===== config.mk =====
export PLATFORM = sky130hd
export DESIGN_NAME = dep_log_record_validator
export DESIGN_NICKNAME = d
export VERILOG_FILES = /design/src/hdl/dlrv_pkg.sv /design/src/hdl/dep_log_record_validator.sv /design/src/hdl/dlrv_in_reg.sv /design/src/hdl/dlrv_framer.sv
export VERILOG_INCLUDE_DIRS = /design/src /design/src/hdl
export SDC_FILE = /design/constraint.sdc
export NUM_CORES = 1
export LEC_CHECK = 0
export ABC_CLOCK_PERIOD_IN_PS = 10200
export BUFFER_PORTS_ARGS = -buffer_cell sky130_fd_sc_hd__buf_2
export CORE_ASPECT_RATIO = 0.5
export CORE_UTILIZATION = 59
export CTS_CLUSTER_DIAMETER = 200
export DETAILED_ROUTE_END_ITERATION = 8
export GPL_TIMING_DRIVEN = 0
export MAX_ROUTING_LAYER = met4
export PLACE_DENSITY = 0.81
export SETUP_SLACK_MARGIN = 0.3
export SYNTH_ARGS = -nofsm -noshare
export SYNTH_HDL_FRONTEND = slang
export SYNTH_SLANG_ARGS = --single-unit

===== constraint.sdc =====
create_clock -name clock -period 10.2 [get_ports clock]
set_input_delay 2.04 -clock clock [delete_from_list [all_inputs] [get_ports clock]]
set_output_delay 2.04 -clock clock [all_outputs]
set_load 0.01 [all_outputs]

===== src/hdl/assert_macros.svh =====
// assertion macros used by the rtl framer
`ifndef ASSERT_MACROS_SVH
`define ASSERT_MACROS_SVH

// same-cycle implication, disabled during reset
`define AST_IMPLY(label, clk, rst, ante, cons) \
   label: assert property (@(posedge clk) disable iff (rst) (ante) |-> (cons)) \
      else $error("assertion failed: same-cycle implication");

// next-cycle implication, disabled during reset
`define AST_NEXT(label, clk, rst, ante, cons) \
   label: assert property (@(posedge clk) disable iff (rst) (ante) |=> (cons)) \
      else $error("assertion failed: next-cycle implication");

`endif


===== src/hdl/dlrv_pkg.sv =====
// types and constants of the dependency log record validator
`timescale 1ns / 1ps

package dlrv_pkg;

   // widths of the beat fields
   localparam int WORD_W      = 32;
   localparam int ID_W        = 31;
   localparam int SIZE_W      = 31;
   localparam int REC_W       = SIZE_W - 2;
   localparam int STATUS_W    = 3;
   localparam int VW_OUT_W    = 28;
   localparam int CNT_W       = 17;
   localparam int TIME_W      = 64;

   // valid word counter width and saturation limit
   localparam int LOG_WORDS_BITS = 28;
   localparam int SUM_W = ((LOG_WORDS_BITS > REC_W) ? LOG_WORDS_BITS : REC_W) + 1;
   localparam logic [LOG_WORDS_BITS-1:0] VW_LIMIT = '1;

   localparam logic [ID_W-1:0]  ID_MAX     = '1;
   localparam logic [CNT_W-1:0] CNT_MAX    = '1;
   localparam logic [SIZE_W-1:0] MAX_BYTES_RESET = SIZE_W'(524287);

   // minimum payload words per record kind
   localparam logic [REC_W-1:0] PATH_MIN_WORDS = REC_W'(2);
   localparam logic [REC_W-1:0] DEPS_MIN_WORDS = REC_W'(3);
   localparam logic [REC_W-1:0] DEPS_FIXED_WORDS = REC_W'(3);

   // result status codes
   localparam logic [STATUS_W-1:0] ST_INSIDE  = 3'd0;
   localparam logic [STATUS_W-1:0] ST_PATH    = 3'd1;
   localparam logic [STATUS_W-1:0] ST_DEPS    = 3'd2;
   localparam logic [STATUS_W-1:0] ST_INVALID = 3'd3;
   localparam logic [STATUS_W-1:0] ST_IGNORED = 3'd4;

   // record parsing phase, one-hot
   typedef enum logic [5:0] {
      PH_HEADER = 6'b000001,
      PH_PATH   = 6'b000010,
      PH_DOUT   = 6'b000100,
      PH_DTLO   = 6'b001000,
      PH_DTHI   = 6'b010000,
      PH_DIN    = 6'b100000
   } phase_type;

   // one input beat
   typedef struct packed {
      logic [WORD_W-1:0] log_word;
      logic              final_word;
   } word_beat_type;

endpackage


===== src/hdl/dep_log_record_validator.sv =====
// top level of the dependency log record validator
`timescale 1ns / 1ps

// Frames a dependency log body, one 32-bit word per beat, into path and
// dependency records and returns one result beat for every word. Each word
// passes an input register and then the framer, whose checks (header size,
// path checksum, id bounds) are a few compares and small counters, so a new
// word is taken every cycle while the result side is not stalled; its result
// beat is held in the framer's result register until rsp_ready takes it.
// req_ready follows rsp_ready within the same cycle through both stages. A
// beat with final_word set ends the log and returns the framing state to
// reset; the max_record_bytes register keeps its value. The register is
// written through the csr channel, which is always ready; write it only while
// no word is in flight, as the block itself does not enforce this.

module dep_log_record_validator (
   input  logic                                clock,
   input  logic                                reset,
   input  logic                                csr_valid,
   output logic                                csr_ready,
   input  logic [dlrv_pkg::SIZE_W-1:0]         csr_max_record_bytes,
   input  logic                                req_valid,
   output logic                                req_ready,
   input  logic [dlrv_pkg::WORD_W-1:0]         req_log_word,
   input  logic                                req_final_word,
   output logic                                rsp_valid,
   input  logic                                rsp_ready,
   output logic [dlrv_pkg::STATUS_W-1:0]       rsp_status,
   output logic [dlrv_pkg::VW_OUT_W-1:0]       rsp_valid_words,
   output logic [dlrv_pkg::ID_W-1:0]           rsp_node_total,
   output logic [dlrv_pkg::ID_W-1:0]           rsp_output_node,
   output logic [dlrv_pkg::TIME_W-1:0]         rsp_record_time,
   output logic [dlrv_pkg::CNT_W-1:0]          rsp_input_count
);

   logic [dlrv_pkg::SIZE_W-1:0]  max_bytes_ff;
   dlrv_pkg::word_beat_type      req_beat;
   dlrv_pkg::word_beat_type      beat;
   logic                         beat_valid;
   logic                         beat_ready;

   // size limit register
   assign csr_ready = 1'b1;

   always_ff @(posedge clock) begin
      if (reset) begin
         max_bytes_ff <= dlrv_pkg::MAX_BYTES_RESET;
      end else if (csr_valid && csr_ready) begin
         max_bytes_ff <= csr_max_record_bytes;
      end
   end

   // gather the request fields into one beat
   always_comb begin
      req_beat.log_word   = req_log_word;
      req_beat.final_word = req_final_word;
   end

   dlrv_in_reg u_in_reg (
      .clock      (clock),
      .reset      (reset),
      .req_valid  (req_valid),
      .req_ready  (req_ready),
      .req_beat   (req_beat),
      .beat_valid (beat_valid),
      .beat_ready (beat_ready),
      .beat       (beat)
   );

   dlrv_framer u_framer (
      .clock            (clock),
      .reset            (reset),
      .max_record_bytes (max_bytes_ff),
      .beat_valid       (beat_valid),
      .beat_ready       (beat_ready),
      .beat             (beat),
      .rsp_valid        (rsp_valid),
      .rsp_ready        (rsp_ready),
      .rsp_status       (rsp_status),
      .rsp_valid_words  (rsp_valid_words),
      .rsp_node_total   (rsp_node_total),
      .rsp_output_node  (rsp_output_node),
      .rsp_record_time  (rsp_record_time),
      .rsp_input_count  (rsp_input_count)
   );

endmodule


===== src/hdl/dlrv_in_reg.sv =====
// input register stage holding one log word beat
`timescale 1ns / 1ps

module dlrv_in_reg (
   input  logic                   clock,
   input  logic                   reset,
   input  logic                   req_valid,
   output logic                   req_ready,
   input  dlrv_pkg::word_beat_type req_beat,
   output logic                   beat_valid,
   input  logic                   beat_ready,
   output dlrv_pkg::word_beat_type beat
);

   logic                    valid_ff;
   logic                    valid_in;
   dlrv_pkg::word_beat_type beat_ff;
   logic                    load;

   // take a beat when empty or when the held one moves on
   assign req_ready = !valid_ff || beat_ready;
   assign load      = req_valid && req_ready;

   always_comb begin
      valid_in = valid_ff;
      if (load) begin
         valid_in = 1'b1;
      end else if (beat_ready) begin
         valid_in = 1'b0;
      end
   end

   always_ff @(posedge clock) begin
      if (reset) begin
         valid_ff <= 1'b0;
      end else begin
         valid_ff <= valid_in;
      end
   end

   // payload, no reset
   always_ff @(posedge clock) begin
      if (load) begin
         beat_ff <= req_beat;
      end
   end

   assign beat_valid = valid_ff;
   assign beat       = beat_ff;

endmodule


===== src/hdl/dlrv_framer.sv =====
// record framing state, per-word checks and result register
`timescale 1ns / 1ps
`include "assert_macros.svh"

module dlrv_framer (
   input  logic                                   clock,
   input  logic                                   reset,
   input  logic [dlrv_pkg::SIZE_W-1:0]            max_record_bytes,
   input  logic                                   beat_valid,
   output logic                                   beat_ready,
   input  dlrv_pkg::word_beat_type                beat,
   output logic                                   rsp_valid,
   input  logic                                   rsp_ready,
   output logic [dlrv_pkg::STATUS_W-1:0]          rsp_status,
   output logic [dlrv_pkg::VW_OUT_W-1:0]          rsp_valid_words,
   output logic [dlrv_pkg::ID_W-1:0]              rsp_node_total,
   output logic [dlrv_pkg::ID_W-1:0]              rsp_output_node,
   output logic [dlrv_pkg::TIME_W-1:0]            rsp_record_time,
   output logic [dlrv_pkg::CNT_W-1:0]             rsp_input_count
);

   // framing state
   dlrv_pkg::phase_type                   phase_ff, phase_in;
   logic [dlrv_pkg::REC_W-1:0]            words_left_ff, words_left_in;
   logic [dlrv_pkg::ID_W-1:0]             next_node_ff, next_node_in;
   logic [dlrv_pkg::LOG_WORDS_BITS-1:0]   valid_total_ff, valid_total_in;
   logic [dlrv_pkg::REC_W-1:0]            record_words_ff, record_words_in;
   logic [dlrv_pkg::ID_W-1:0]             held_output_ff, held_output_in;
   logic [dlrv_pkg::WORD_W-1:0]           held_time_low_ff, held_time_low_in;
   logic                                  stopped_ff, stopped_in;

   // result register
   logic                                  rsp_valid_ff;
   logic [dlrv_pkg::STATUS_W-1:0]         status_ff, status_in;
   logic [dlrv_pkg::VW_OUT_W-1:0]         valid_words_ff;
   logic [dlrv_pkg::ID_W-1:0]             node_total_ff;
   logic [dlrv_pkg::ID_W-1:0]             output_node_ff, output_node_in;
   logic [dlrv_pkg::TIME_W-1:0]           record_time_ff, record_time_in;
   logic [dlrv_pkg::CNT_W-1:0]            input_count_ff, input_count_in;

   // per-beat working signals
   logic                                  fire;
   logic                                  last;
   logic                                  accept;
   logic                                  deps_hdr;
   logic                                  bad_hdr;
   logic [dlrv_pkg::SIZE_W-1:0]           raw_bytes;
   logic [dlrv_pkg::REC_W-1:0]            body_words;
   logic [dlrv_pkg::REC_W-1:0]            in_ids;
   logic [dlrv_pkg::WORD_W-1:0]           node_limit;
   logic [dlrv_pkg::SUM_W-1:0]            vw_sum;
   logic [dlrv_pkg::SUM_W-1:0]            vw_wide;

   // the result register frees up when empty or taken
   assign beat_ready = !rsp_valid_ff || rsp_ready;
   assign fire       = beat_valid && beat_ready;

   assign raw_bytes  = beat.log_word[dlrv_pkg::SIZE_W-1:0];
   assign body_words = raw_bytes[dlrv_pkg::SIZE_W-1:2];
   assign deps_hdr   = beat.log_word[dlrv_pkg::WORD_W-1];
   assign node_limit = {1'b0, next_node_ff};
   assign last       = (words_left_ff <= dlrv_pkg::REC_W'(1));
   assign in_ids     = record_words_ff - dlrv_pkg::DEPS_FIXED_WORDS;
   assign vw_sum     = dlrv_pkg::SUM_W'(valid_total_ff)
                       + dlrv_pkg::SUM_W'(record_words_ff)
                       + dlrv_pkg::SUM_W'(1);

   // header checks: alignment, limit, minimum size, no final beat
   always_comb begin
      bad_hdr = (raw_bytes[1:0] != 2'b00) || (raw_bytes > max_record_bytes)
                || beat.final_word;
      if (deps_hdr) begin
         bad_hdr = bad_hdr || (body_words < dlrv_pkg::DEPS_MIN_WORDS);
      end else begin
         bad_hdr = bad_hdr || (body_words < dlrv_pkg::PATH_MIN_WORDS);
      end
   end

   // next state and result for one beat
   always_comb begin
      phase_in         = phase_ff;
      words_left_in    = words_left_ff;
      next_node_in     = next_node_ff;
      valid_total_in   = valid_total_ff;
      record_words_in  = record_words_ff;
      held_output_in   = held_output_ff;
      held_time_low_in = held_time_low_ff;
      stopped_in       = stopped_ff;
      status_in        = dlrv_pkg::ST_INSIDE;
      output_node_in   = '0;
      record_time_in   = '0;
      input_count_in   = '0;
      accept           = 1'b0;

      if (stopped_ff) begin
         status_in = dlrv_pkg::ST_IGNORED;
      end else if (phase_ff == dlrv_pkg::PH_HEADER) begin
         if (bad_hdr) begin
            status_in = dlrv_pkg::ST_INVALID;
         end else begin
            record_words_in = body_words;
            words_left_in   = body_words;
            phase_in        = deps_hdr ? dlrv_pkg::PH_DOUT : dlrv_pkg::PH_PATH;
         end
      end else begin
         words_left_in = last ? '0 : (words_left_ff - dlrv_pkg::REC_W'(1));
         case (phase_ff)
            dlrv_pkg::PH_PATH: begin
               // checksum is the complement of the next node id
               if (last) begin
                  if (beat.log_word == ~node_limit) begin
                     if (next_node_ff != dlrv_pkg::ID_MAX) begin
                        next_node_in = next_node_ff + dlrv_pkg::ID_W'(1);
                     end
                     accept    = 1'b1;
                     status_in = dlrv_pkg::ST_PATH;
                  end else begin
                     status_in = dlrv_pkg::ST_INVALID;
                  end
               end
            end
            dlrv_pkg::PH_DOUT: begin
               if (beat.log_word >= node_limit) begin
                  status_in = dlrv_pkg::ST_INVALID;
               end else begin
                  held_output_in = beat.log_word[dlrv_pkg::ID_W-1:0];
                  phase_in       = dlrv_pkg::PH_DTLO;
               end
            end
            dlrv_pkg::PH_DTLO: begin
               held_time_low_in = beat.log_word;
               phase_in         = dlrv_pkg::PH_DTHI;
            end
            dlrv_pkg::PH_DTHI: begin
               record_time_in = {beat.log_word, held_time_low_ff};
               phase_in       = dlrv_pkg::PH_DIN;
            end
            dlrv_pkg::PH_DIN: begin
               if (beat.log_word >= node_limit) begin
                  status_in = dlrv_pkg::ST_INVALID;
               end
            end
            default: begin
               status_in = dlrv_pkg::ST_INSIDE;
            end
         endcase

         // deps record completes on its last word; otherwise final means truncation
         if ((status_in != dlrv_pkg::ST_INVALID) && last
             && (phase_in == dlrv_pkg::PH_DIN)) begin
            output_node_in = held_output_ff;
            if (in_ids > dlrv_pkg::REC_W'(dlrv_pkg::CNT_MAX)) begin
               input_count_in = dlrv_pkg::CNT_MAX;
            end else begin
               input_count_in = in_ids[dlrv_pkg::CNT_W-1:0];
            end
            accept    = 1'b1;
            status_in = dlrv_pkg::ST_DEPS;
         end else if ((status_in != dlrv_pkg::ST_INVALID)
                      && (status_in != dlrv_pkg::ST_PATH) && beat.final_word) begin
            status_in = dlrv_pkg::ST_INVALID;
         end
         if (status_in != dlrv_pkg::ST_DEPS) begin
            record_time_in = '0;
         end
      end

      // saturating count of words in valid records
      if (accept) begin
         if (vw_sum > dlrv_pkg::SUM_W'(dlrv_pkg::VW_LIMIT)) begin
            valid_total_in = dlrv_pkg::VW_LIMIT;
         end else begin
            valid_total_in = vw_sum[dlrv_pkg::LOG_WORDS_BITS-1:0];
         end
         phase_in = dlrv_pkg::PH_HEADER;
      end

      if (status_in == dlrv_pkg::ST_INVALID) begin
         stopped_in = 1'b1;
      end
   end

   assign vw_wide = dlrv_pkg::SUM_W'(valid_total_in);

   // state update; the final beat returns everything to reset
   always_ff @(posedge clock) begin
      if (reset || (fire && beat.final_word)) begin
         phase_ff         <= dlrv_pkg::PH_HEADER;
         words_left_ff    <= '0;
         next_node_ff     <= '0;
         valid_total_ff   <= '0;
         record_words_ff  <= '0;
         held_output_ff   <= '0;
         held_time_low_ff <= '0;
         stopped_ff       <= 1'b0;
      end else if (fire) begin
         phase_ff         <= phase_in;
         words_left_ff    <= words_left_in;
         next_node_ff     <= next_node_in;
         valid_total_ff   <= valid_total_in;
         record_words_ff  <= record_words_in;
         held_output_ff   <= held_output_in;
         held_time_low_ff <= held_time_low_in;
         stopped_ff       <= stopped_in;
      end
   end

   // result beat valid
   always_ff @(posedge clock) begin
      if (reset) begin
         rsp_valid_ff <= 1'b0;
      end else if (fire) begin
         rsp_valid_ff <= 1'b1;
      end else if (rsp_ready) begin
         rsp_valid_ff <= 1'b0;
      end
   end

   // result payload
   always_ff @(posedge clock) begin
      if (fire) begin
         status_ff      <= status_in;
         valid_words_ff <= vw_wide[dlrv_pkg::VW_OUT_W-1:0];
         node_total_ff  <= next_node_in;
         output_node_ff <= output_node_in;
         record_time_ff <= record_time_in;
         input_count_ff <= input_count_in;
      end
   end

   assign rsp_valid       = rsp_valid_ff;
   assign rsp_status      = status_ff;
   assign rsp_valid_words = valid_words_ff;
   assign rsp_node_total  = node_total_ff;
   assign rsp_output_node = output_node_ff;
   assign rsp_record_time = record_time_ff;
   assign rsp_input_count = input_count_ff;

   // once stopped, every beat is ignored
   `AST_NEXT(a_stopped_ignores, clock, reset, fire && stopped_ff, status_ff == dlrv_pkg::ST_IGNORED)
   // an invalid beat that is not the last stops the framer
   `AST_NEXT(a_invalid_stops, clock, reset, fire && !beat.final_word && (status_in == dlrv_pkg::ST_INVALID), stopped_ff)
   // record details only ride on an accepted deps record
   `AST_IMPLY(a_deps_fields, clock, reset, rsp_valid_ff && (status_ff != dlrv_pkg::ST_DEPS), (output_node_ff == '0) && (record_time_ff == '0) && (input_count_ff == '0))
   // the final beat clears the framing state
   `AST_NEXT(a_final_clears, clock, reset, fire && beat.final_word, (phase_ff == dlrv_pkg::PH_HEADER) && !stopped_ff && (next_node_ff == '0) && (valid_total_ff == '0))

endmodule

======== Word-level counts from Yosys, hierarchy flattened ========
Cells that the tools add are included.
storage, ports and cells
  input port bits ......................... 69
  bits in registers ....................... 427
  output and inout port bits .............. 177
  word-level logic and storage cells ...... 127
cells by class
  muxes and demuxes ....................... 45
  $add $sub $neg .......................... 5
  bitwise operators ....................... 7
  eq/ne operators ......................... 16
  $lt $le $gt $ge ......................... 7
  reductions and logical operators ........ 28
operators by type and width
  operator                                                                            count
  31-bit two-way mux                                                                  6
  29-bit two-way mux                                                                  3
  29-bit by 2-bit less-than comparator with 1-bit output (second input constant)      2
  28-bit two-way mux                                                                  2
  6-bit two-way mux                                                                   7
  32-bit == test                                                                      1
  32-bit by 31-bit greater-or-equal comparator with 1-bit output                      1
  31-bit inverter with 32-bit output                                                  1
  31-bit by 1-bit adder with 31-bit output (second input constant)                    1
  31-bit > comparator                                                                 1
  31-bit != test (second input constant)                                              1
  28-bit by 29-bit adder with 30-bit output                                           1
  30-bit by 1-bit adder with 30-bit output (second input constant)                    1
  30-bit by 28-bit > comparator with 1-bit output (second input constant)             1
  3-bit two-way mux                                                                   10
  29-bit by 17-bit > comparator with 1-bit output (second input constant)             1
  29-bit by 1-bit less-or-equal comparator with 1-bit output (second input constant)  1
  29-bit by 1-bit subtractor with 29-bit output (second input constant)               1
  29-bit by 2-bit subtractor with 29-bit output (second input constant)               1
  6-bit case mux with 3 select lines                                                  1
  17-bit two-way mux                                                                  1
  6-bit == test (second input constant)                                               2
  1-bit two-way mux                                                                   11
  3-bit by 2-bit != test with 1-bit output (second input constant)                    3
  other kinds (22)                                                                    47

======== Logic depth before layout (Yosys ltp) ========
Gate-level depths: netlist (run 1).
  word-level depth ........................ 18
  depth in mapped cells ................... 13
  mapped depth without buffers ............ 11

======== By module ========
From an unflattened synthesis (run 1), not the netlist that was laid out.
unflattened totals
  cells, all modules ...................... 2110
  area, all modules ....................... 20656.1 sq um
by module, submodules not included
  module                    cells an instance  instances  sequential area each (sq um)  area each (sq um)
  dlrv_framer               1969               1          8988.6                        18455.2
  dep_log_record_validator  103                1          620.6                         1154.9
  dlrv_in_reg               38                 1          1011.0                        1046.0

======== Worst setup path before layout (run 1) ========
OpenSTA, ideal clock, no wires.
  path kind ............................... input -> register
  start point ............................. input rsp_ready
  end point ............................... register u_framer.next_node_ff[15] (netlist bit)
  data arrival time ....................... 8.263 ns
  setup time .............................. 0.128 ns
  path buffers ............................ 2
  stages .................................. 8
  data required time ...................... 10.072 ns
  setup slack ............................. 1.809 ns
  path through ............................ nor2b_1 nand2b_1 clkbuf_1 clkinv_1 clkbuf_1 nand3_1 xnor2_1 nor2_1
between the ends
  word-level cells in the longest chain between the ends .. 4
RTL lines
  item                  line                            text
  from (decl)           dep_log_record_validator.sv:27  input logic rsp_ready,
  1-bit logical OR *    dlrv_framer.sv:55               assign beat_ready = !rsp_valid_ff || rsp_ready;
  1-bit logical AND *   dlrv_framer.sv:56               assign fire = beat_valid && beat_ready;
  net u_framer.fire     dlrv_framer.sv:42               logic fire;
  1-bit logical AND     dlrv_framer.sv:187              if (reset || (fire && beat.final_word)) begin
  1-bit logical OR      dlrv_framer.sv:187
  to (signal assigned)  dlrv_framer.sv:199              next_node_ff <= next_node_in;
  to (decl)             dlrv_framer.sv:25               logic [dlrv_pkg::ID_W-1:0] next_node_ff, next_node_in;
The timed path passes the listed nets; every way through them passes the cells marked *.
A chain may end at the register's enable or synchronous reset.

======== Worst setup path after layout (run 1) ========
  start point ............................. input rsp_ready
  end point ............................... register u_framer.phase_ff[5]
between the ends
  word-level cells in the longest chain between the ends .. 4
  elaborated cells on any way between the ends .. 5
  classes of those cells .................. 5 x reduce/logical
RTL lines
  item                  line                text
  1-bit logical OR *    dlrv_framer.sv:55
  1-bit logical AND *   dlrv_framer.sv:56
  1-bit logical AND     dlrv_framer.sv:187
  1-bit logical OR      dlrv_framer.sv:187
  to (signal assigned)  dlrv_framer.sv:188  phase_ff <= dlrv_pkg::PH_HEADER;
  to (signal assigned)  dlrv_framer.sv:197  phase_ff <= phase_in;
  to (decl)             dlrv_framer.sv:23   dlrv_pkg::phase_type phase_ff, phase_in;
Mark *: on every way between the ends. The rest lies on a longest branch, timed or not.

==> impl_results.md, run 1 <==
- Run status: finished clean
- Mapped Avg Cell Area: between 9 and 10 sq um
- Total via count in the routed design: 18040
- Finish-stage setup viols: 0
- Headroom to the max-slew limit: 16.69%
- Overflow left after global routing: 0
- Tightest hold margin: ~0.45 ns
- Setup repair after global routing missed its margin: no
- Half-perimeter wire length after placement: 45.01 mm
- Maximum clock frequency: 0.1820 GHz
- Netlist area before placement: 0.02105 sq mm
- Type of destination of the critical path: flop
- Deepest level of the CTS H-tree: 2
- Number of cells in the finished layout apart from fillers: 2939
- Post-Synthesis Net Count: about 2300
- First-pass GRT wire length: 95.74 mm
- Longest Clk Path Bufs: 3
- Insertion delay to the later sink of the worst-skew pair: 0.56 ns
- Horizontal die dimension: ~270 um
- DRT Wirelength: 64.21 mm
- Fill cell total of the finished layout: 2670
- TritonCTS clock tree: yes
- Actual slew at the worst max-slew pin: 1.246 ns
- Power per cell area: 151.0 mW/mm^2
- Max-capacitance violation count: 0
- Placeable core region: 0.03477 sq mm
- Most used DFF post-synth: sky130_fd_sc_hd__dfxtp_1
- Master cell of the clock root buffer: sky130_fd_sc_hd__clkbuf_16
- Gp weighted congestion: 1.046
- Post-CTS Resized: 0
- Via density: approximately 6.1
- Via count of the first global-routing pass: 16720
- Required time of the critical path: 10.67 ns
- Clock slew at reported path FFs: 0.07 ns
- Maximum number of pins on one net before global-route repair: a little over 70
- Worst-case reg-to-reg path depth: 11
- Iteration-0 DRC Markers: 2154
- Flip-flop and latch count after synthesis: 427
- CP max stage cell: sky130_fd_sc_hd__clkbuf_1
- Most common cell type on the critical path: sky130_fd_sc_hd__clkbuf_1
- Length of the first detailed-routing pass in iterations: 6
- IO Port Bufs: approximately 240
- Post-synth EDFFs: 207
- Drc violations: 0
- Worst-case clock skew: 0.03347 ns
- Top-level port count: 246
- Nature of the critical path startpoint: input pin
- Highest ir drop seen on vdd: around 0.11 mV
- Total GRT Usage: around a third
- Count of nets left with antenna violations after detail routing: 0
- Number of max-slew violations in the final report: 0
- Mapped Cells: 2148
- Pre-CTS setup slack: 4.404 ns
- FFs w/ async S/R, synth: 0%
- Fraction of layout instances using a drive strength above 1: 13.68%
- Post-Route Setup TNS: 0 ns
- Number of cells in the design after placement: 2869
- Maximum fanout encountered on the critical timing path: 10
- Reported leakage power: 9.925 nW
- Number of placement rows: 48
- Die Footprint: 0.03649 sq mm
- Ys Warns: 0
- Arrival @ worst endpoint: between 5 and 6 ns
- Number of setup buffers added after CTS: 0
- Critical path cell sequence: buf_2, nor2b_1, nand2b_1, clkbuf_1, clkinv_1, a21oi_1, clkbuf_1, clkbuf_1, o21ai_0, a21oi_1
- Final min period: 5.494 ns
- Signed area change from the synthesized netlist to the final layout: 14.79%
- Post-route worst setup slack: 4.706 ns
- Number of hold-repair buffers added at the cts stage: 0
- Hold Path Stages: 2
- Starting Density: 60.54%
- Tightest Hold Check Type: flop to flop
- Crit Path Class: input pin to flop
- Final hold violations: 0
- TritonCTS sink count: ~430
- Vertical extent of the die: roughly 140 um
- Final period util: 53.86%
- Critical path's largest stage delay: about 0.73 ns
- Net count of the finished layout: 2599
- Routed len/inst: 21.85 um
- Initial antenna violation count: 1
- Sequential-to-total area share from yosys stat: 50.45%
- CTS Buf Count: 38
- Number of library cell types mapped by synthesis: 84
## area by class of cell
| cell class | count | area, sq um | area share [%] |
|---|---|---|---|
| repair buffers | 246 | 1282 | 5.307 |
| plain buffers | 121 | 481.7 | 1.993 |
| flip-flops and latches | 427 | 10620 | 43.95 |
| clock inverters | 16 | 137.6 | 0.5695 |
| diodes | 1 | 2.502 | 0.01036 |
| clock buffers | 53 | 1081 | 4.473 |
| inverters | 92 | 345.3 | 1.429 |
| well taps | 475 | 594.3 | 2.459 |
| multi-input cells | 1508 | 9620 | 39.81 |
## metal layers
layer	vias to the layer above	share of wire [%]	global-route usage, %
li1	8347	-	-
met4	0	4.1	14.70
met3	155	9.2	7.124
met2	835	46	55.38
met5	-	0	-
met1	8701	41	45.02
## per-stage QoR
stage               cell area (sq um)  power [W]  utilization, %
floorplan                       21050   0.002095               -
global placement                22860   0.002226           65.73
detailed placement              22940   0.002223           65.98
CTS                             24160   0.003642           69.49
global route                    24160   0.003743           69.49
finish                          24170   0.003648           69.49
## cells in the final DEF (no fill, tap or decap), types with 83 or more instances in the layout
cell type	count
sky130_fd_sc_hd__buf_2	246
sky130_fd_sc_hd__inv_1	90
sky130_fd_sc_hd__ha_1	95
sky130_fd_sc_hd__nand2_1	186
sky130_fd_sc_hd__dfxtp_1	220
sky130_fd_sc_hd__edfxtp_1	207
sky130_fd_sc_hd__clkbuf_1	119
sky130_fd_sc_hd__nor2_1	199
sky130_fd_sc_hd__xnor2_1	83
sky130_fd_sc_hd__and2_1	102
sky130_fd_sc_hd__a21oi_1	188
## cells in the mapped netlist, types with 6 or more instances
master / instances / area [sq um]
sky130_fd_sc_hd__a221oi_1: 6 / 52.55
sky130_fd_sc_hd__inv_1: 90 / 337.8
sky130_fd_sc_hd__clkbuf_1: 109 / 409.1
sky130_fd_sc_hd__nand3_1: 65 / 325.3
sky130_fd_sc_hd__a2111oi_0: 7 / 61.31
sky130_fd_sc_hd__a31oi_1: 21 / 131.4
sky130_fd_sc_hd__o21a_1: 12 / 90.09
sky130_fd_sc_hd__nor4b_1: 7 / 61.31
sky130_fd_sc_hd__nand2_1: 186 / 698.2
sky130_fd_sc_hd__nor2_1: 199 / 747.0
sky130_fd_sc_hd__o211ai_1: 31 / 232.7
sky130_fd_sc_hd__a211oi_1: 18 / 135.1
sky130_fd_sc_hd__a22oi_1: 6 / 45.04
sky130_fd_sc_hd__and2_1: 103 / 644.4
sky130_fd_sc_hd__dfxtp_1: 220 / 4404
sky130_fd_sc_hd__edfxtp_1: 207 / 6216
sky130_fd_sc_hd__o21ai_0: 70 / 350.3
sky130_fd_sc_hd__and3_1: 13 / 81.33
sky130_fd_sc_hd__or3_1: 17 / 106.4
sky130_fd_sc_hd__ha_1: 95 / 1189
sky130_fd_sc_hd__nor3_1: 58 / 290.3
sky130_fd_sc_hd__a211o_1: 7 / 61.31
sky130_fd_sc_hd__xor2_1: 14 / 122.6
sky130_fd_sc_hd__xnor2_1: 83 / 727.0
sky130_fd_sc_hd__o31ai_1: 10 / 75.07
sky130_fd_sc_hd__a31o_2: 6 / 52.55
sky130_fd_sc_hd__or4_1: 6 / 45.04
sky130_fd_sc_hd__a21o_1: 21 / 157.7
sky130_fd_sc_hd__nor4_1: 36 / 225.2
sky130_fd_sc_hd__a21oi_1: 188 / 940.9
sky130_fd_sc_hd__nand4_1: 37 / 231.5
sky130_fd_sc_hd__mux2i_1: 77 / 770.7
sky130_fd_sc_hd__nor2b_1: 8 / 50.05
sky130_fd_sc_hd__nand2b_1: 12 / 75.07
## kinds of logic (layout without fill, tap and decap cells)
logic type,after synthesis,in the layout,synth area share [%]
AND/OR/NAND/NOR,777,777,18.35
AO/OA/AOI/OAI,460,460,13.83
flip-flops,427,427,50.45
buffers and inverters,213,528,3.911
XOR/XNOR,97,97,4.036
adder cells (fa/ha/maj),96,96,5.741
multiplexers,77,77,3.661
other,1,2,0.01781
## registers in the layout (all words and copies together) (netlist names), 3 cells and up
register,cells
u_framer.rsp_valid_words,28
u_framer.rsp_record_time,64
u_framer.rsp_output_node,31
u_framer.held_output_ff,31
u_framer.record_words_ff,29
max_bytes_ff,31
u_in_reg.beat,33
u_framer.valid_total_ff,28
u_framer.rsp_node_total,31
u_framer.words_left_ff,29
u_framer.phase_ff,6
u_framer.next_node_ff,31
u_framer.rsp_input_count,17
u_framer.held_time_low_ff,32
u_framer.rsp_status,3
## worst max-delay path: cells and delay by family
kind | cells | cell delay [ns]
buffers and inverters | 5 | 2.45
AND/OR/NAND/NOR | 2 | 0.39
AO/OA/AOI/OAI | 3 | 1.05
## path summary, 6_finish.rpt
path / start / to / slack (ns)
max reg2reg: u_in_reg.beat[10] / u_framer.valid_total_ff[23] / 5.26
max: rsp_ready / u_framer.phase_ff[5] / 4.71
min: u_framer.held_time_low_ff[7] / u_framer.held_time_low_ff[7] / 0.45
min reg2reg: u_framer.held_time_low_ff[7] / u_framer.held_time_low_ff[7] / 0.45
## report_power, final
part | internal (W) | switching [W]
Sequential | 0.00184 | 0.0000565
Combinational | 0.000102 | 0.000199
Clock | 0.000798 | 0.000655
No activity file was read; power rests on OpenSTA's default activity.
==> run 2, diff against run 1 <==
--- a/config.mk
+++ b/config.mk
@@ -6,15 +6,15 @@
 export SDC_FILE = /design/constraint.sdc
 export NUM_CORES = 1
 export LEC_CHECK = 0
-export ABC_CLOCK_PERIOD_IN_PS = 10200
+export ABC_CLOCK_PERIOD_IN_PS = 4600
 export BUFFER_PORTS_ARGS = -buffer_cell sky130_fd_sc_hd__buf_2
 export CORE_ASPECT_RATIO = 0.5
-export CORE_UTILIZATION = 59
+export CORE_UTILIZATION = 53
 export CTS_CLUSTER_DIAMETER = 200
 export DETAILED_ROUTE_END_ITERATION = 8
 export GPL_TIMING_DRIVEN = 0
 export MAX_ROUTING_LAYER = met4
-export PLACE_DENSITY = 0.81
+export PLACE_DENSITY = 0.76
 export SETUP_SLACK_MARGIN = 0.3
 export SYNTH_ARGS = -nofsm -noshare
 export SYNTH_HDL_FRONTEND = slang
==> constraint.sdc (replaced) <==
create_clock -name clock -period 4.6 [get_ports clock]
set_input_delay 0.92 -clock clock [delete_from_list [all_inputs] [get_ports clock]]
set_output_delay 0.92 -clock clock [all_outputs]
set_load 0.01 [all_outputs]
==> impl_results.md, run 2 (same netlist as run 1, synthesis figures left out) <==
- Total GRT Usage: 31.83% (-3.5 points)
- Most used cells in the layout excluding fill and tap cells: sky130_fd_sc_hd__buf_2 (245), sky130_fd_sc_hd__dfxtp_1 (220), sky130_fd_sc_hd__edfxtp_1 (207)
- Storage cell area: 0.01062 sq mm (unchanged)
- Crit path buf inv count: 1 (-4)
- Insertion delay to the later sink of the worst-skew pair: 0.55 ns (about the same)
- Highest ir drop seen on vdd: 0.2399 mV (+120%)
- Master cell of the clock root buffer: sky130_fd_sc_hd__clkbuf_16
- Maximum fanout encountered on the critical timing path: 10 (unchanged)
- Number of placement rows: 51 (+6.3%)
- Via count of the first global-routing pass: 16440 (-1.7%)
- Largest register FFs: 64 (unchanged)
- Total power after layout: 0.008132 W (+120%)
- Diodes inserted: 0 (-1)
- Placeable core region: 0.03899 sq mm (+12%)
- Number of max-slew violations in the final report: 0 (unchanged)
- Reported leakage power: 9.968 nW (+0.44%)
- Crit Path Class: flop to flop
- Setup repair after global routing missed its margin: no
- Final period util: 91.36%
- Clock slew at reported path FFs: 0.07 ns (about the same)
- Deepest level of the CTS H-tree: 2 (unchanged)
- Longest Clk Path Bufs: 3 (unchanged)
- Die Footprint: 0.04057 sq mm (+11%)
- Count of nets left with antenna violations after detail routing: 0 (unchanged)
- Via density: 5.928 (-3.4%)
- Number of hold-repair buffers added at the cts stage: 0 (unchanged)
- Half-perimeter wire length after placement: 45.37 mm (+0.81%)
- Final min period: 4.203 ns
- Tightest hold margin: 0.4497 ns (-0.0002140 ns)
- Critical path cell sequence: ha_1, a21oi_1, o21ai_0, a22oi_1, o211ai_1, o2bb2ai_1, or4_4, nor4_4, clkbuf_1, and2_1
- Max-capacitance violation count: 0 (unchanged)
- Maximum number of pins on one net before global-route repair: 113 (+59%)
- TritonCTS clock tree: yes
- Starting Density: 53.99% (-6.5 points)
- Top delay family on crit path: simple AND/OR/NAND/NOR gates
- Iteration-0 DRC Markers: 2040 (-5.3%)
- Maximum clock frequency: between 0.2 and 0.25 GHz
- Overflow left after global routing: 0 (unchanged)
- Routed len/inst: 21.39 um (-2.1%)
- Signed area change from the synthesized netlist to the final layout: 16.17%
- Gp weighted congestion: 1.017 (-2.8%)
- Total via count in the routed design: 17880 (-0.88%)
- Nature of the critical path startpoint: flop
- Util after Layout: 62.73% (-6.8 points)
- IO Port Bufs: 242 (unchanged)
- Fraction of layout instances using a drive strength above 1: 14.92% (+1.2 points)
- Drc violations: 0 (unchanged)
- Net count of the finished layout: 2622 (+0.88%)
- Worst-case clock skew: 0.02163 ns (-0.01185 ns)
- TritonCTS sink count: 427 (unchanged)
- Number of cells in the design after placement: 2922 (+1.8%)
- Horizontal die dimension: 283.9 um (+5.5%)
- Initial antenna violation count: 1 (unchanged)
- Headroom to the max-slew limit: 35.40% (+19 points)
- Vertical extent of the die: 142.9 um (+5.4%)
- DRT Wirelength: 64.50 mm (+0.45%)
- Number of cells in the finished layout apart from fillers: 3016 (+2.6%)
- First-pass GRT wire length: 96.07 mm (+0.35%)
- Fill cell total of the finished layout: 3168 (+19%)
- Most frequent standard cell in the layout excluding fill and tap cells: sky130_fd_sc_hd__buf_2
- Final hold violations: 0 (unchanged)
- Length of the first detailed-routing pass in iterations: 6 (unchanged)
- CTS Buf Count: 39 (+2.6%)
- Type of destination of the critical path: flop
- CP max stage cell: sky130_fd_sc_hd__edfxtp_1
- Run status: finished clean
- Top-level port count: 246 (unchanged)
- Arrival @ worst endpoint: 4.60 ns (-1.36 ns)
- Required time of the critical path: 5.00 ns (-5.67 ns)
- Critical path's largest stage delay: 0.79 ns (+0.06 ns)
- Actual slew at the worst max-slew pin: 0.9690 ns (-0.2768 ns)
- Tightest Hold Check Type: flop to flop
- Finish-stage setup viols: 0 (unchanged)
- Power per cell area: 332.5 mW/mm^2 (+120%)
- Area used by multi-input combinational logic: 0.009671 sq mm (+0.52%)
-- run 2: changes by cell type in the layout (fill, tap and decap cells not counted), moves of 2 or more --
| cell | previous run | this run |
|---|---|---|
| sky130_fd_sc_hd__clkbuf_16 | 41 | 39 |
| sky130_fd_sc_hd__buf_4 | 1 | 25 |
| sky130_fd_sc_hd__nor3_2 | 2 | 4 |
| sky130_fd_sc_hd__clkbuf_1 | 119 | 114 |
| sky130_fd_sc_hd__clkbuf_2 | 1 | 4 |
| sky130_fd_sc_hd__clkbuf_8 | 1 | 9 |
| sky130_fd_sc_hd__nor3_1 | 58 | 56 |
| sky130_fd_sc_hd__clkinv_2 | 9 | 3 |
| sky130_fd_sc_hd__clkinvlp_4 | 1 | 4 |
-- run 2: what timing repair did --
action                                  CTS  global route
endpoints found under the setup margin   32           110
setup buffers                             0            24
resized for setup                         3            10
-- run 2: tightest hold or removal path: stages (launching register included) --
cell	delay (ns)
sky130_fd_sc_hd__dfxtp_1	0.31
sky130_fd_sc_hd__nand2_1	0.05
sky130_fd_sc_hd__a21oi_1	0.05
-- run 2: worst paths after layout --
| kind | from | endpoint | slack (ns) | cells past startpoint |
|---|---|---|---|---|
| setup reg to reg | u_in_reg.beat[6] | u_framer.rsp_record_time[18] | 0.40 | 10 |
| setup / recovery | u_in_reg.beat[6] | u_framer.rsp_record_time[18] | 0.40 | 10 |
| hold reg to reg | u_framer.held_time_low_ff[12] | u_framer.held_time_low_ff[12] | 0.45 | 2 |
| hold / removal | u_framer.held_time_low_ff[12] | u_framer.held_time_low_ff[12] | 0.45 | 2 |
-- run 2: area by class of cell --
type                    instances  share of cell area [%]
flip-flops and latches        427                   43.43
multi-input cells            1508                   39.54
repair buffers                268                   5.848
clock buffers                  56                   4.579
well taps                     530                   2.712
plain buffers                 121                   2.011
inverters                      92                   1.412
clock inverters                14                  0.4707
-- run 2: power breakdown --
group          switching [W]  leakage [nW]  total (W)  internal, W
clock                0.00146         0.595    0.00322      0.00176
combinational       0.000481          5.60   0.000724     0.000243
sequential          0.000101          3.77    0.00418      0.00408
-- run 2: through the flow --
step                instance area [sq um]  setup TNS [ns]  worst slack [ns]
floorplan                           21060               0             1.231
global placement                    22930          -2.149           -0.2692
detailed placement                  22990          -2.619           -0.3539
CTS                                 24250               0            0.3147
global route                        24460               0            0.3003
finish                              24460               0            0.3974
-- run 2: layer usage --
metal	vias up	track usage (%)	routed length (um)
li1	8372	-	-
met1	8585	41.71	27040
met2	794	51.09	30260
met3	129	5.032	5428
met4	0	9.673	1771
met5	-	-	0
